`src/design/hfp_pkg.sv`:
```
// Shared types, character codes and helpers for the header field parser.
// No dependencies; imported by every module of the block.
package hfp_pkg;

  // Parser phase, one-hot
  typedef enum logic [3:0] {
    PH_NAME  = 4'b0001,
    PH_VALUE = 4'b0010,
    PH_VEOL  = 4'b0100,
    PH_SKIP  = 4'b1000
  } phase_t;

  // Result kinds as carried on out_tuser[2:0]
  typedef enum logic [2:0] {
    K_NAME_BYTE  = 3'd0,
    K_NAME_END   = 3'd1,
    K_VALUE_BYTE = 3'd2,
    K_FIELD_END  = 3'd3,
    K_HDR_END    = 3'd4,
    K_ERROR      = 3'd5
  } kind_t;

  // Error codes carried with K_ERROR
  localparam logic ERR_UNTERMINATED = 1'b0;
  localparam logic ERR_NO_VALUE     = 1'b1;

  // Character codes
  localparam logic [7:0] CHAR_COLON = 8'h3A;
  localparam logic [7:0] CHAR_LF    = 8'h0A;
  localparam logic [7:0] CHAR_CR    = 8'h0D;
  localparam logic [7:0] CHAR_SPACE = 8'h20;
  localparam logic [7:0] CHAR_TAB   = 8'h09;
  localparam logic [7:0] CHAR_VT    = 8'h0B;
  localparam logic [7:0] CHAR_FF    = 8'h0C;
  localparam logic [7:0] CHAR_UC_A  = 8'h41;
  localparam logic [7:0] CHAR_UC_Z  = 8'h5A;
  localparam logic [7:0] CASE_BIT   = 8'h20;

  // Default depth of the result queue
  localparam int HFP_FIFO_DEPTH = 4;

  // One result item
  typedef struct packed {
    logic [7:0] data;
    kind_t      kind;
    logic       err;
    logic       last;
  } result_t;

  // Results produced by one accepted transaction (count is 0, 1 or 2)
  typedef struct packed {
    logic [1:0] count;
    result_t    r0;
    result_t    r1;
  } push_t;

  function automatic logic is_eol(input logic [7:0] c);
    return (c == CHAR_LF) || (c == CHAR_CR);
  endfunction

  function automatic logic is_ws(input logic [7:0] c);
    return (c == CHAR_SPACE) || (c == CHAR_TAB) || (c == CHAR_LF) ||
           (c == CHAR_VT) || (c == CHAR_FF) || (c == CHAR_CR);
  endfunction

  function automatic logic [7:0] to_lower(input logic [7:0] c);
    return ((c >= CHAR_UC_A) && (c <= CHAR_UC_Z)) ? (c | CASE_BIT) : c;
  endfunction

endpackage

```
`src/design/hfp_step.sv`:
```
// Per-byte parser state machine: holds phase and part flags, and forms the
// up to two results of each accepted transaction. Depends on hfp_pkg.
module hfp_step (
  input  logic          clk,
  input  logic          rst_n,
  input  logic          accept_i,
  input  logic [7:0]    in_tdata,
  input  logic          in_tlast,
  output hfp_pkg::push_t push_o
);
  import hfp_pkg::*;

  phase_t phase_r, phase_nxt;
  logic   part_consumed_r, part_consumed_nxt;
  logic   emitted_nonspace_r, emitted_nonspace_nxt;
  logic   space_pending_r, space_pending_nxt;

  // Work out results and next state for the byte on the input
  always_comb begin : step_logic
    logic [7:0] c;
    logic       eot;
    logic       run_name;
    logic       do_char;
    logic [7:0] char_v;
    kind_t      char_kind;
    logic [1:0] cnt;
    result_t    res [2];

    c         = in_tdata;
    eot       = in_tlast;
    run_name  = 1'b0;
    do_char   = 1'b0;
    char_v    = c;
    char_kind = K_VALUE_BYTE;
    cnt       = 2'd0;
    res[0]    = '0;
    res[1]    = '0;

    phase_nxt            = phase_r;
    part_consumed_nxt    = part_consumed_r;
    emitted_nonspace_nxt = emitted_nonspace_r;
    space_pending_nxt    = space_pending_r;

    unique case (phase_r)
      PH_NAME: begin
        if (eot) begin
          res[0] = '{data: 8'h00, kind: (part_consumed_r ? K_ERROR : K_HDR_END),
                     err: ERR_UNTERMINATED, last: 1'b0};
          cnt = 2'd1;
          part_consumed_nxt    = 1'b0;
          emitted_nonspace_nxt = 1'b0;
          space_pending_nxt    = 1'b0;
        end else begin
          run_name = 1'b1;
        end
      end
      PH_VALUE: begin
        if (eot) begin
          res[0] = '{data: 8'h00, kind: K_ERROR, err: ERR_UNTERMINATED, last: 1'b0};
          cnt = 2'd1;
          phase_nxt            = PH_NAME;
          part_consumed_nxt    = 1'b0;
          emitted_nonspace_nxt = 1'b0;
          space_pending_nxt    = 1'b0;
        end else if (is_eol(c)) begin
          phase_nxt = PH_VEOL;
        end else if (is_ws(c)) begin
          part_consumed_nxt = 1'b1;
          if (emitted_nonspace_r) space_pending_nxt = 1'b1;
        end else begin
          do_char   = 1'b1;
          char_kind = K_VALUE_BYTE;
        end
      end
      PH_VEOL: begin
        if (!eot && ((c == CHAR_SPACE) || (c == CHAR_TAB))) begin
          // folded line: line end and blank count as whitespace
          part_consumed_nxt = 1'b1;
          if (emitted_nonspace_r) space_pending_nxt = 1'b1;
          phase_nxt = PH_VALUE;
        end else if (!part_consumed_r) begin
          res[0] = '{data: 8'h00, kind: K_ERROR, err: ERR_NO_VALUE, last: 1'b0};
          cnt = 2'd1;
          phase_nxt            = eot ? PH_NAME : PH_SKIP;
          emitted_nonspace_nxt = eot ? 1'b0 : emitted_nonspace_r;
          space_pending_nxt    = eot ? 1'b0 : space_pending_r;
        end else begin
          res[0] = '{data: 8'h00, kind: K_FIELD_END, err: 1'b0, last: 1'b0};
          cnt = 2'd1;
          phase_nxt            = PH_NAME;
          part_consumed_nxt    = 1'b0;
          emitted_nonspace_nxt = 1'b0;
          space_pending_nxt    = 1'b0;
          if (eot) begin
            res[1] = '{data: 8'h00, kind: K_HDR_END, err: 1'b0, last: 1'b0};
            cnt = 2'd2;
          end else begin
            run_name = 1'b1;
          end
        end
      end
      default: begin
        // skipping: only the terminator matters
        if (eot) begin
          phase_nxt            = PH_NAME;
          part_consumed_nxt    = 1'b0;
          emitted_nonspace_nxt = 1'b0;
          space_pending_nxt    = 1'b0;
        end
      end
    endcase

    // Handle a byte as part of a name
    if (run_name) begin
      if ((c == CHAR_COLON) || is_eol(c)) begin
        if (!part_consumed_nxt) begin
          res[cnt[0]] = '{data: 8'h00, kind: K_HDR_END, err: 1'b0, last: 1'b0};
          cnt = cnt + 2'd1;
          phase_nxt = PH_SKIP;
        end else begin
          res[cnt[0]] = '{data: 8'h00, kind: K_NAME_END, err: 1'b0, last: 1'b0};
          cnt = cnt + 2'd1;
          phase_nxt            = PH_VALUE;
          part_consumed_nxt    = 1'b0;
          emitted_nonspace_nxt = 1'b0;
          space_pending_nxt    = 1'b0;
        end
      end else if (is_ws(c)) begin
        part_consumed_nxt = 1'b1;
        if (emitted_nonspace_nxt) space_pending_nxt = 1'b1;
      end else begin
        do_char   = 1'b1;
        char_v    = to_lower(c);
        char_kind = K_NAME_BYTE;
      end
    end

    // Emit a held space, then the byte itself
    if (do_char) begin
      part_consumed_nxt = 1'b1;
      if (space_pending_nxt) begin
        res[cnt[0]] = '{data: CHAR_SPACE, kind: char_kind, err: 1'b0, last: 1'b0};
        cnt = cnt + 2'd1;
      end
      res[cnt[0]] = '{data: char_v, kind: char_kind, err: 1'b0, last: 1'b0};
      cnt = cnt + 2'd1;
      emitted_nonspace_nxt = 1'b1;
      space_pending_nxt    = 1'b0;
    end

    // Mark the final result of this transaction
    if (cnt != 2'd0) res[~cnt[0]].last = 1'b1;

    push_o.count = cnt;
    push_o.r0    = res[0];
    push_o.r1    = res[1];
  end

  // Advance state on each accepted transaction
  always_ff @(posedge clk) begin
    if (!rst_n) begin
      phase_r            <= PH_NAME;
      part_consumed_r    <= 1'b0;
      emitted_nonspace_r <= 1'b0;
      space_pending_r    <= 1'b0;
    end else if (accept_i) begin
      phase_r            <= phase_nxt;
      part_consumed_r    <= part_consumed_nxt;
      emitted_nonspace_r <= emitted_nonspace_nxt;
      space_pending_r    <= space_pending_nxt;
    end
  end

endmodule

```
`src/design/hfp_out_fifo.sv`:
```
// Result queue: takes up to two results per cycle, delivers one per cycle
// while out_ready_i is high. Depends on hfp_pkg.
module hfp_out_fifo #(
  parameter int DEPTH = hfp_pkg::HFP_FIFO_DEPTH
) (
  input  logic             clk,
  input  logic             rst_n,
  input  logic             push_en_i,
  input  hfp_pkg::push_t   push_i,
  output logic             space_o,
  output logic             out_valid_o,
  input  logic             out_ready_i,
  output hfp_pkg::result_t out_res_o
);
  import hfp_pkg::*;

  localparam int PW = (DEPTH > 1) ? $clog2(DEPTH) : 1;
  localparam int CW = $clog2(DEPTH + 1);
  localparam logic [PW-1:0] LAST_PTR = PW'(DEPTH - 1);

  result_t       mem_r [DEPTH];
  logic [PW-1:0] wr_ptr_r, wr_ptr_nxt, wr_ptr1;
  logic [PW-1:0] rd_ptr_r, rd_ptr_nxt;
  logic [CW-1:0] count_r, count_nxt;
  logic [1:0]    n_push;
  logic          pop;

  function automatic logic [PW-1:0] inc_ptr(input logic [PW-1:0] p);
    return (p == LAST_PTR) ? '0 : p + PW'(1);
  endfunction

  // Room for a full two-result transaction
  assign space_o     = (count_r <= CW'(DEPTH - 2));
  assign out_valid_o = (count_r != '0);
  assign out_res_o   = mem_r[rd_ptr_r];

  assign n_push  = push_en_i ? push_i.count : 2'd0;
  assign pop     = out_valid_o && out_ready_i;
  assign wr_ptr1 = inc_ptr(wr_ptr_r);

  // Advance pointers and fill level
  always_comb begin
    wr_ptr_nxt = wr_ptr_r;
    if (n_push == 2'd1) wr_ptr_nxt = wr_ptr1;
    else if (n_push == 2'd2) wr_ptr_nxt = inc_ptr(wr_ptr1);
    rd_ptr_nxt = pop ? inc_ptr(rd_ptr_r) : rd_ptr_r;
    count_nxt  = count_r + CW'(n_push) - CW'(pop);
  end

  always_ff @(posedge clk) begin
    if (!rst_n) begin
      wr_ptr_r <= '0;
      rd_ptr_r <= '0;
      count_r  <= '0;
    end else begin
      wr_ptr_r <= wr_ptr_nxt;
      rd_ptr_r <= rd_ptr_nxt;
      count_r  <= count_nxt;
    end
  end

  // Store incoming results
  always_ff @(posedge clk) begin
    if (n_push != 2'd0) mem_r[wr_ptr_r] <= push_i.r0;
    if (n_push == 2'd2) mem_r[wr_ptr1] <= push_i.r1;
  end

endmodule

```
`src/design/header_field_parser_unit.sv`:
```
// Top level of the header field parser: byte parser feeding a result queue.
// Depends on hfp_pkg, hfp_step and hfp_out_fifo.
//
//   channel | direction | tdata         | tuser                     | tlast
//   in_     | slave     | [7:0] byte    | -                         | end of text
//   out_    | master    | [7:0] byte    | [2:0] kind, [3] err code  | last of item
//
// Each input byte is parsed in the cycle it is accepted; its zero, one or two
// results land in the result queue and leave one per cycle while out_tready
// is high. One input per cycle is sustained while each byte gives at most one
// result and out_tready is high. in_tready drops when the queue lacks room for
// two results. Synchronous active-low reset empties the queue and returns the
// parser to name start.
module header_field_parser_unit #(
  parameter int FIFO_DEPTH = hfp_pkg::HFP_FIFO_DEPTH
) (
  input  logic       clk,
  input  logic       rst_n,
  input  logic       in_tvalid,
  output logic       in_tready,
  input  logic [7:0] in_tdata,   // [7:0] data_byte
  input  logic       in_tlast,
  output logic       out_tvalid,
  input  logic       out_tready,
  output logic [7:0] out_tdata,  // [7:0] out_byte
  output logic [3:0] out_tuser,  // [2:0] kind, [3] err_code
  output logic       out_tlast
);
  import hfp_pkg::*;

  logic    in_accept;
  push_t   push;
  result_t head;

  assign in_accept = in_tvalid && in_tready;

  hfp_step u_step (
    .clk      (clk),
    .rst_n    (rst_n),
    .accept_i (in_accept),
    .in_tdata (in_tdata),
    .in_tlast (in_tlast),
    .push_o   (push)
  );

  hfp_out_fifo #(.DEPTH(FIFO_DEPTH)) u_fifo (
    .clk         (clk),
    .rst_n       (rst_n),
    .push_en_i   (in_accept),
    .push_i      (push),
    .space_o     (in_tready),
    .out_valid_o (out_tvalid),
    .out_ready_i (out_tready),
    .out_res_o   (head)
  );

  // Drive the result channel from the queue head
  assign out_tdata = head.data;
  assign out_tuser = {head.err, head.kind};
  assign out_tlast = head.last;

  // A stalled input means results are waiting
  a_stall_has_data: assert property (@(posedge clk) disable iff (!rst_n)
    !in_tready |-> out_tvalid)
    else $error("input stalled with empty result queue");

  // A transaction that yields results makes the output valid next cycle
  a_push_shows: assert property (@(posedge clk) disable iff (!rst_n)
    (in_accept && (push.count != 2'd0)) |=> out_tvalid)
    else $error("results of a transaction not visible");

  // Events carry a zero byte
  a_event_zero: assert property (@(posedge clk) disable iff (!rst_n)
    (out_tvalid && (head.kind != K_NAME_BYTE) && (head.kind != K_VALUE_BYTE))
      |-> (out_tdata == 8'h00))
    else $error("event result with non-zero byte");

  // Error code only with error kind; at most two results per transaction
  a_err_kind: assert property (@(posedge clk) disable iff (!rst_n)
    (out_tvalid && out_tuser[3]) |-> (head.kind == K_ERROR))
    else $error("error code set on non-error result");

  a_push_count: assert property (@(posedge clk) disable iff (!rst_n)
    in_accept |-> (push.count != 2'd3))
    else $error("more than two results for one transaction");

endmodule
```
`config.mk`:
```
export PLATFORM = sky130hd
export DESIGN_NAME = header_field_parser_unit
export DESIGN_NICKNAME = d
export VERILOG_FILES = /design/src/design/hfp_pkg.sv /design/src/design/hfp_step.sv /design/src/design/hfp_out_fifo.sv /design/src/design/header_field_parser_unit.sv
export SDC_FILE = /design/constraint.sdc
export NUM_CORES = 1
export LEC_CHECK = 0
export BUFFER_PORTS_ARGS = -buffer_cell sky130_fd_sc_hd__buf_2
export CAP_MARGIN = 20
export CORE_ASPECT_RATIO = 0.7
export CORE_MARGIN = 10
export CORE_UTILIZATION = 55
export CTS_CLUSTER_SIZE = 12
export DETAILED_ROUTE_END_ITERATION = 8
export PLACE_DENSITY = 0.86
export SLEW_MARGIN = 40
export SYNTH_ARGS = -nofsm -noshare
export SYNTH_HDL_FRONTEND = slang
export SYNTH_SLANG_ARGS = --single-unit
```
`constraint.sdc`:
```
create_clock -name clk -period 5.6 [get_ports clk]
set_clock_uncertainty 0.1 [all_clocks]
set_input_delay 1.12 -clock clk [delete_from_list [all_inputs] [get_ports clk]]
set_output_delay 1.12 -clock clk [all_outputs]
set_load 0.05 [all_outputs]
```
==> flow_summary.toml, run 1 <==
[global_route]
grt_overflow = 0
grt_max_degree = 23
grt_first_pass_wirelength_mm = 16.7
grt.total_usage_pct = 18.4
grt_pass1_vias = 3284
antenna_found_initial = 0

[run_status]
outcome = "completed"

[clocking]
cts_root_buf = "clkbuf_8"
cts_resized = 0
cts_tree = "yes"
cts_hold_buf = 0
clk_latency_ps = 350
cts.reportedPaths.clkPinSlew_ps = 80
post-cts-setup-buffers = 0
htreeDepth = 3
cts.sinks = 68
cts_made_buffers = 9
clockBufferDepth = 2

[critical_path]
critical_path_class = "in2reg"
cp.required_ps = 5680
crit_path_start_kind = "input pin"
crit_fanout = 11
cp-end-kind = "flop"
arrival_ps = 5140

[detailed_routing]
wl_mm = 10.4
vias = 3468
wl_met1_mm = 4.26
wl_met3_mm = 1.16
route.antenna.remaining_nets = 0
drt-initial-drc-count = 373
highest_layer = "met4"
via_per_inst = 6.47
wire_per_inst_microns = 19.4
drc = 0
dr_wl_met2_mm = 4.75
first_pass_iters = 5

[power_and_ir_drop]
p_per_area_mw_per_mm2 = 367
vdd_drop_max_mv = 0.286
power.leakage_nw = 1.70

[floorplanning]
start_util_pct = 56.8
io_pins = 28
die_h_microns = 92.9
die_area_sq_mm = 0.0115
die_x_microns = 124
rows = 26
core_area_sq_mm = 0.00735

[cells_and_area]
syn_to_final_growth_pct = 10.8
multi_input_area_sq_mm = 0.00214
regArea_sq_mm = 0.00188
fill_cells = 619
finalNetCount = 463
num_antenna_cells = 0
stdcell_area_sq_mm = 0.00463
drive_gt1_share_pct = 20.8

[timing]
report.final.slew_viol_count = 0
period_minus_slack_ps = 5060
fin_crit_sh_pct = 90.3
rsz0062_at_grt = "false"
finalHoldViolations = 0
tightest_slew_ps = 776
setup_tns_ps = 0
setup_viol = 0
max_freq_ghz = 0.198
slew_headroom_pct = 47.9

[synthesis]
ys_seq_elements = 68
synth.top_cell.area_share_pct = 37.4
yosysUniqueCellTypes = 67
synth_edf_count = 52
synth_top_area_cell = "edfxtp_1"
avgSynthCellArea_sq_um = 10.3
yosysWarnings = 0
synth_nets = 436
ys_seq_area_share_pct = 45.1
netlist_area_sq_mm = 0.00418
synthArstFlopShare_pct = 0
synth_top_flop_cell = "edfxtp_1"
synthTopCellsByArea = "edfxtp_1, dfxtp_1, mux4_2, a21oi_1, ha_1"
netlist_instances = 406

[worst_hold_path]
hp-class = "reg2reg"

[placement]
place_area_sq_mm = 0.00442
finalWeightedCongestion = 0.950
hpwl_mm = 7.42
numPortBuffers = 27

[job]
cap_violations = 0
sequential cells by signal (all words and copies together), names as in the netlist, named ones only:
signal,flops
u_fifo.wr_ptr_r,2
u_step.space_pending_r,1
u_fifo.rd_ptr_r,2
u_fifo.mem_r,52
u_step.part_consumed_r,1
u_step.emitted_nonspace_r,1
u_fifo.count_r,3
u_step.phase_r,4
final cells by class:
class	instances	share of cell area (%)
multi-input combinational	300	46.3
timing repair buffer	38	4.71
inverter	16	1.30
sequential	68	40.7
clock inverter	7	1.68
clock buffer	9	2.68
tap	98	2.65
worst paths after layout:
check	startpoint	end	slack (ps)	cells after the start
max	in_tdata[1]	u_fifo.mem_r[0][12]	540	14
min	u_step.space_pending_r	u_step.space_pending_r	390	2
max reg2reg	u_step.phase_r[0]	u_fifo.mem_r[0][12]	960	13
min reg2reg	u_step.space_pending_r	u_step.space_pending_r	390	2
worst max-delay path, stage by stage:
cell	delay, ps
buf_2	160
or4_4	590
nor3_2	300
nor2_1	160
nor3_2	400
a21oi_2	200
ha_1	380
inv_1	120
mux2i_1	100
nand2b_1	210
ha_1	290
and2_1	280
a2111o_2	560
a21oi_1	260
per-stage QoR:
stage	setup WS (ps)	cells	util [%]	power, W	hold WS [ps]
CTS	592	536	62.9	0.00170	382
floorplan	26.2	406	-	0.00114	344
global placement	396	520	60.1	0.00128	361
global route	341	536	62.9	0.00178	405
finish	544	536	62.9	0.00170	387
detailed placement	226	520	60.2	0.00130	372
cells in the mapped netlist (3+ instances only):
cell type / instances
nor2_1: 38
and2_1: 13
mux4_2: 13
o32ai_1: 5
nor2b_1: 5
inv_1: 16
o21a_1: 8
nor3_1: 17
a21oi_1: 48
nor4_1: 3
nand2b_1: 5
dfxtp_1: 16
edfxtp_1: 52
clkbuf_1: 19
or3_1: 3
nand2_1: 29
o22ai_1: 5
ha_1: 16
xnor2_1: 4
or2_2: 4
o21ai_0: 20
nor2_2: 4
mux2i_1: 5
nand3_1: 6
cell families after synthesis:
kind of cell	synth area share, %
compound gates	18.8
simple gates	17.9
mux	8.21
fa+ha+maj	5.27
flops	45.1
buf+inv	3.69
xor+xnor	1.05
layer usage:
layer	up-vias	GRT usage, %
met5	-	0
met3	32	5.28
met2	223	28.0
met1	1633	24.6
li1	1580	-
met4	0	6.12
report_power, final:
group / switching [W] / total [W] / internal (W) / leakage (nW)
clock: 0.000203 / 0.000410 / 0.000207 / 0.0994
sequential: 0.0000575 / 0.000675 / 0.000618 / 0.616
combinational: 0.000400 / 0.000611 / 0.000211 / 0.987
layout by cell type (no fill, tap or decap), types with 3 or more instances in the layout:
cell type | netlist | layout
or3_1 | 3 | 3
nor2_2 | 4 | 4
clkbuf_8 | 0 | 9
mux4_2 | 13 | 13
or2_2 | 4 | 4
and2_1 | 13 | 13
ha_1 | 16 | 16
clkinv_4 | 0 | 4
inv_1 | 16 | 16
nand2_1 | 29 | 29
buf_2 | 0 | 27
buf_4 | 1 | 11
nand3_1 | 6 | 6
mux2i_1 | 5 | 5
nor2b_1 | 5 | 5
o21ai_0 | 20 | 16
nand2b_1 | 5 | 5
nor4_1 | 3 | 3
edfxtp_1 | 52 | 52
nor3_1 | 17 | 17
o21a_1 | 8 | 8
nor2_1 | 38 | 38
dfxtp_1 | 16 | 15
a21oi_1 | 48 | 48
o22ai_1 | 5 | 5
o32ai_1 | 5 | 5
xnor2_1 | 4 | 4
o21ai_1 | 0 | 4
Note: power is estimated with default switching activity, not from simulation.
==> run 2: changes to the inputs <==
--- a/config.mk
+++ b/config.mk
@@ -5,6 +5,7 @@
 export SDC_FILE = /design/constraint.sdc
 export NUM_CORES = 1
 export LEC_CHECK = 0
+export ABC_AREA = 1
 export BUFFER_PORTS_ARGS = -buffer_cell sky130_fd_sc_hd__buf_2
 export CAP_MARGIN = 20
 export CORE_ASPECT_RATIO = 0.7
@@ -12,7 +13,7 @@
 export CORE_UTILIZATION = 55
 export CTS_CLUSTER_SIZE = 12
 export DETAILED_ROUTE_END_ITERATION = 8
-export PLACE_DENSITY = 0.86
+export PLACE_DENSITY = 0.87
 export SLEW_MARGIN = 40
 export SYNTH_ARGS = -nofsm -noshare
 export SYNTH_HDL_FRONTEND = slang
==> flow_summary.toml, run 2 <==
[cells_and_area]
top_regs = "u_fifo.mem_r (52), u_step.phase_r (4), u_fifo.count_r (3)"
final_cells = 637
final_common_cell = "nand2_1"
final_util_pct = 61.8
finalNetCount = 564
syn_to_final_growth_pct = 10.1
drive_gt1_share_pct = 15.2
multi_input_area_sq_mm = 0.00186
largest_register = "u_fifo.mem_r"
fill_cells = 639
largest_reg_flops = 52
regArea_sq_mm = 0.00188
num_antenna_cells = 0
final_cell_mix = "nand2_1, o21ai_0, edfxtp_1"

[placement]
post-place-ws_ps = 501
numPortBuffers = 27
dp_cells = 621
finalWeightedCongestion = 1.01
hpwl_mm = 7.89

[synthesis]
synthTopCellsByArea = "edfxtp_1, nand2_1, dfxtp_1, o21ai_0, ha_1"
synth_nets = 539
synth_edf_count = 52
synth_top_flop_cell = "edfxtp_1"
yosysWarnings = 0
avgSynthCellArea_sq_um = 7.96
yosysUniqueCellTypes = 36
synth.top_cell.area_share_pct = 38.5
ys_seq_elements = 68
synth_common_cells = "nand2_1, o21ai_0, edfxtp_1, nor2_1, inv_1"
synthArstFlopShare_pct = 0
synth_top_area_cell = "edfxtp_1"
ys_seq_area_share_pct = 46.4
synth_most_common_cell = "nand2_1"
netlist_instances = 509
netlist_area_sq_mm = 0.00405

[job]
cap_violations = 0

[timing]
slew_headroom_pct = 46.5
rsz0062_at_grt = "false"
max_freq_ghz = 0.209
finalHoldViolations = 0
setup_viol = 0
setup_ws_ps = 808
fin_crit_sh_pct = 85.6
report.final.slew_viol_count = 0
period_minus_slack_ps = 4790
setup_tns_ps = 0
tightest_slew_ps = 797

[critical_path]
r2r-end = "u_fifo.mem_r[1][3]"
cp.required_ps = 5550
arrival_ps = 4740
crit_path_start_kind = "input pin"
critical_path_class = "in2reg"
cp-end-kind = "flop"
crit_fanout = 11
reg2reg_slack_ps = 1440
reg2reg_from = "u_step.phase_r[0]"
rr_worst_depth = 17

[clocking]
cts_tree = "yes"
clockBufferDepth = 2
cts_root_buf = "clkbuf_8"
cts_hold_buf = 0
cts_resized = 0
cts_made_buffers = 9
post-cts-setup-buffers = 0
cts.sinks = 68
htreeDepth = 3
clk_latency_ps = 340
cts.reportedPaths.clkPinSlew_ps = 70

[detailed_routing]
route.antenna.remaining_nets = 0
wire_per_inst_microns = 16.6
drt-initial-drc-count = 448
first_pass_iters = 5
drc = 0
via_per_inst = 5.72
vias = 3642
wl_mm = 10.6

[floorplanning]
io_pins = 28
rows = 26
die_area_sq_mm = 0.0113
start_util_pct = 56.1
core_area_sq_mm = 0.00722
die_h_microns = 91.8
die_x_microns = 123

[global_route]
grt_max_degree = 28
grt_overflow = 0
grt_pass1_vias = 3478
antenna_found_initial = 0
grt.total_usage_pct = 19.3
grt_first_pass_wirelength_mm = 17.4

[power_and_ir_drop]
p_per_area_mw_per_mm2 = 439
power.leakage_nw = 1.91
vdd_drop_max_mv = 0.176

[worst_hold_path]
hold_path_depth = 2
hp-class = "reg2reg"
min-delay-start = "u_step.phase_r[3]"
holdPathEnd = "u_step.phase_r[3]"

[run_status]
outcome = "completed"
run 2: metrics by stage:
step / instance area (sq um) / hold slack (ps) / total power, W
6_report: 4460 / 393 / 0.00196
5_1_grt: 4460 / 448 / 0.00207
4_1_cts: 4460 / 393 / 0.00196
3_5_place_dp: 4270 / 381 / 0.00157
3_3_place_gp: 4270 / 380 / 0.00155
2_1_floorplan: 4050 / 358 / 0.00134
run 2: worst max path at each step:
stage	endpoint	slack (ps)	start	cells after the start
3_5_place_dp	u_fifo.mem_r[1][9]	500	in_tdata[0]	21
2_1_floorplan	u_fifo.mem_r[3][0]	880	in_tdata[7]	20
3_3_place_gp	u_fifo.mem_r[3][0]	720	in_tdata[7]	22
5_1_grt	u_fifo.mem_r[3][12]	480	in_tdata[7]	22
6_report	u_fifo.mem_r[1][3]	810	in_tdata[0]	21
4_1_cts	u_fifo.mem_r[1][11]	860	in_tdata[0]	21
run 2: report_power, final:
part / switching (W) / total, W / internal [W]
logic: 0.000659 / 0.000875 / 0.000216
clock network: 0.000189 / 0.000392 / 0.000203
registers: 0.0000461 / 0.000691 / 0.000645
total: 0.000894 / 0.00196 / 0.00106
run 2: final cells by class:
type / count / share of cell area (%)
clock inverters: 7 / 1.49
multi-input cells: 361 / 41.7
flip-flops and latches: 68 / 42.2
repair buffers: 32 / 3.87
clock buffers: 9 / 2.78
well taps: 98 / 2.75
inverters: 62 / 5.21
run 2: cell families after synthesis:
family                   Yosys count  share of synthesized area (%)
AO/OA/AOI/OAI                    119                           16.7
adder cells (fa/ha/maj)           17                           5.43
AND/OR/NAND/NOR                  222                           23.2
XOR/XNOR                           3                          0.648
buffers and inverters             80                           7.62
flip-flops                        68                           46.4
run 2: critical path: stages:
cell	delay, ps
buf_2	140
inv_1	120
nand2_1	70
nor2_1	140
nand2_1	100
nand2_2	110
nand2_2	100
nand3_2	110
nand2_2	70
nand2_2	130
nor2_1	80
inv_1	70
nand2_1	110
ha_1	350
nand2_2	290
o21ai_2	170
nor2_2	190
inv_2	60
ha_1	250
o21ai_1	660
buf_4	300
run 2: per-layer routing:
layer  wire [microns]  global-route usage, %  up-vias
met5                0                      0        -
met4              125                   4.50        0
met2             4730                   29.0      235
met3             1340                   6.92       15
li1                 -                      -     1755
met1             4410                   25.9     1637
==> run 3: changes to the inputs <==
--- a/config.mk
+++ b/config.mk
@@ -10,10 +10,11 @@
 export CAP_MARGIN = 20
 export CORE_ASPECT_RATIO = 0.7
 export CORE_MARGIN = 10
-export CORE_UTILIZATION = 55
+export CORE_UTILIZATION = 60
 export CTS_CLUSTER_SIZE = 12
 export DETAILED_ROUTE_END_ITERATION = 8
-export PLACE_DENSITY = 0.87
+export HOLD_SLACK_MARGIN = 0.03
+export PLACE_DENSITY = 0.89
 export SLEW_MARGIN = 40
 export SYNTH_ARGS = -nofsm -noshare
 export SYNTH_HDL_FRONTEND = slang
==> constraint.sdc (replaced) <==
create_clock -name clk -period 5.78 [get_ports clk]
set_clock_uncertainty 0.1 [all_clocks]
set_input_delay 0.867 -clock clk [delete_from_list [all_inputs] [get_ports clk]]
set_output_delay 0.867 -clock clk [all_outputs]
set_load 0.05 [all_outputs]
==> flow_summary.toml, run 3 (same netlist as run 2, synthesis figures left out) <==
[cells_and_area]
top_regs = "u_fifo.mem_r (52), u_step.phase_r (4), u_fifo.count_r (3)"
final_common_cell = "nand2_1"
largest_reg_flops = 52
largest_register = "u_fifo.mem_r"
finalNetCount = 563
final_cell_mix = "nand2_1, o21ai_0, edfxtp_1"
syn_to_final_growth_pct = 10.1
drive_gt1_share_pct = 15.6
num_antenna_cells = 0

[detailed_routing]
route.antenna.remaining_nets = 0
wire_per_inst_microns = 17.1
vias = 3735
drc = 0
wl_mm = 10.7
first_pass_iters = 6
drt-initial-drc-count = 459
via_per_inst = 5.94

[floorplanning]
core_area_sq_mm = 0.00640
io_pins = 28
rows = 24
die_h_microns = 88.8
die_x_microns = 118
die_area_sq_mm = 0.0105
start_util_pct = 63.4

[clocking]
htreeDepth = 3
post-cts-setup-buffers = 0
cts_tree = "yes"
clk_latency_ps = 350
cts_made_buffers = 9
clockBufferDepth = 2
cts.reportedPaths.clkPinSlew_ps = 80
cts_hold_buf = 0
cts.sinks = 68
cts_resized = 0
cts_root_buf = "clkbuf_8"

[power_and_ir_drop]
p_per_area_mw_per_mm2 = 431
power.leakage_nw = 1.92
vdd_drop_max_mv = 0.240
power_w = 0.00193

[placement]
finalWeightedCongestion = 0.936
post-place-ws_ps = 1000
hpwl_mm = 7.62
numPortBuffers = 27

[global_route]
antenna_found_initial = 0
met2_usage_pct = 32.3
use_met1_pct = 25.7
grtUsageMet3_pct = 6.49
grt_first_pass_wirelength_mm = 17.3
grt_overflow = 0
grt_max_degree = 28
busiest_layer = "met2"
grt.total_usage_pct = 20.6
grt_pass1_vias = 3534

[timing]
tightest_slew_ps = 729
max_freq_ghz = 0.217
setup_ws_ps = 1180
setup_viol = 0
fin_crit_sh_pct = 79.6
setup_tns_ps = 0
rsz0062_at_grt = "false"
period_minus_slack_ps = 4600
report.final.slew_viol_count = 0
finalHoldViolations = 0
slew_headroom_pct = 51.1

[critical_path]
critical_path_class = "in2reg"
crit_fanout = 20
path_cells = "buf_2 -> inv_1 -> nand2_2 -> nor2_4 -> nand2_1 -> nand2_2 -> nand2_2 -> nand3_2 -> nand2_2 -> nand2_2 -> nor2_1 -> inv_1 -> nand2_1 -> ha_1 -> nand2_2 -> nand2_1 -> nand2_1 -> inv_1 -> ha_1 -> nand2_1 -> inv_1 -> o21ai_0"
cp-end-kind = "flop"
cp_num_buf_inv = 5
timing.critical_path.mode_cell = "nand2_2"
rr_worst_depth = 19
arrival_ps = 4580
critPathMaxStageDelay_ps = 570
cp.depth = 22
cp_top_family = "simple AND/OR/NAND/NOR gates"
cpMaxStageDelayCell = "inv_1"
crit_path_start_kind = "input pin"
cp.required_ps = 5760

[run_status]
outcome = "completed"

[worst_hold_path]
hold_path_depth = 2
hp-class = "reg2reg"

[job]
cap_violations = 0
[run 3: worst paths after layout]
| kind | from | slack, ps | to |
|---|---|---|---|
| hold reg to reg | u_step.phase_r[3] | 400 | u_step.phase_r[3] |
| setup / recovery | in_tdata[7] | 1180 | u_fifo.mem_r[2][7] |
| hold / removal | u_step.phase_r[3] | 400 | u_step.phase_r[3] |
| setup reg to reg | u_step.phase_r[0] | 1580 | u_fifo.mem_r[2][7] |
[run 3: per-stage QoR]
step / std cells / instance area [sq um] / util (%) / hold WS, ps
finish: 629 / 4460 / 69.8 / 401
global route: 629 / 4460 / 69.8 / 417
CTS: 629 / 4460 / 69.8 / 396
detailed placement: 613 / 4260 / 66.5 / 385
global placement: 613 / 4260 / 66.5 / 379
floorplan: 509 / 4050 / - / 358
[run 3: area by class of cell]
class	instances	area, sq um
Sequential cell	68	1880
Fill cell	491	1930
Clock buffer	9	124
Clock inverter	7	82.6
Inverter	62	233
Multi-Input combinational cell	361	1860
Timing Repair Buffer	31	165
Tap cell	91	114
[run 3: per-layer routing]
layer | vias to the layer above | wire length, microns
met5 | - | 0
met4 | 0 | 321
met3 | 40 | 1200
met2 | 249 | 4820
met1 | 1688 | 4400
li1 | 1758 | -
[run 3: where the power goes]
group          internal, W  switching, W  leakage (nW)  total, W
Sequential        0.000625     0.0000638         0.615  0.000689
Clock             0.000207      0.000209        0.0988  0.000415
Combinational     0.000207      0.000614          1.20  0.000821
[run 3: worst reg2reg max path: stages, from the launching register on]
cell and delay, ps:
dfxtp_1 330, inv_1 100, nand4_1 220, inv_2 240
nand3_2 120, nand2_2 90, nand2_2 110, inv_2 90
nand2_1 70, nand2_1 90, inv_1 70, ha_1 330
nand2_2 220, nand2_1 240, nand2_1 200, inv_1 110
ha_1 250, nand2_1 190, inv_1 570, o21ai_0 190
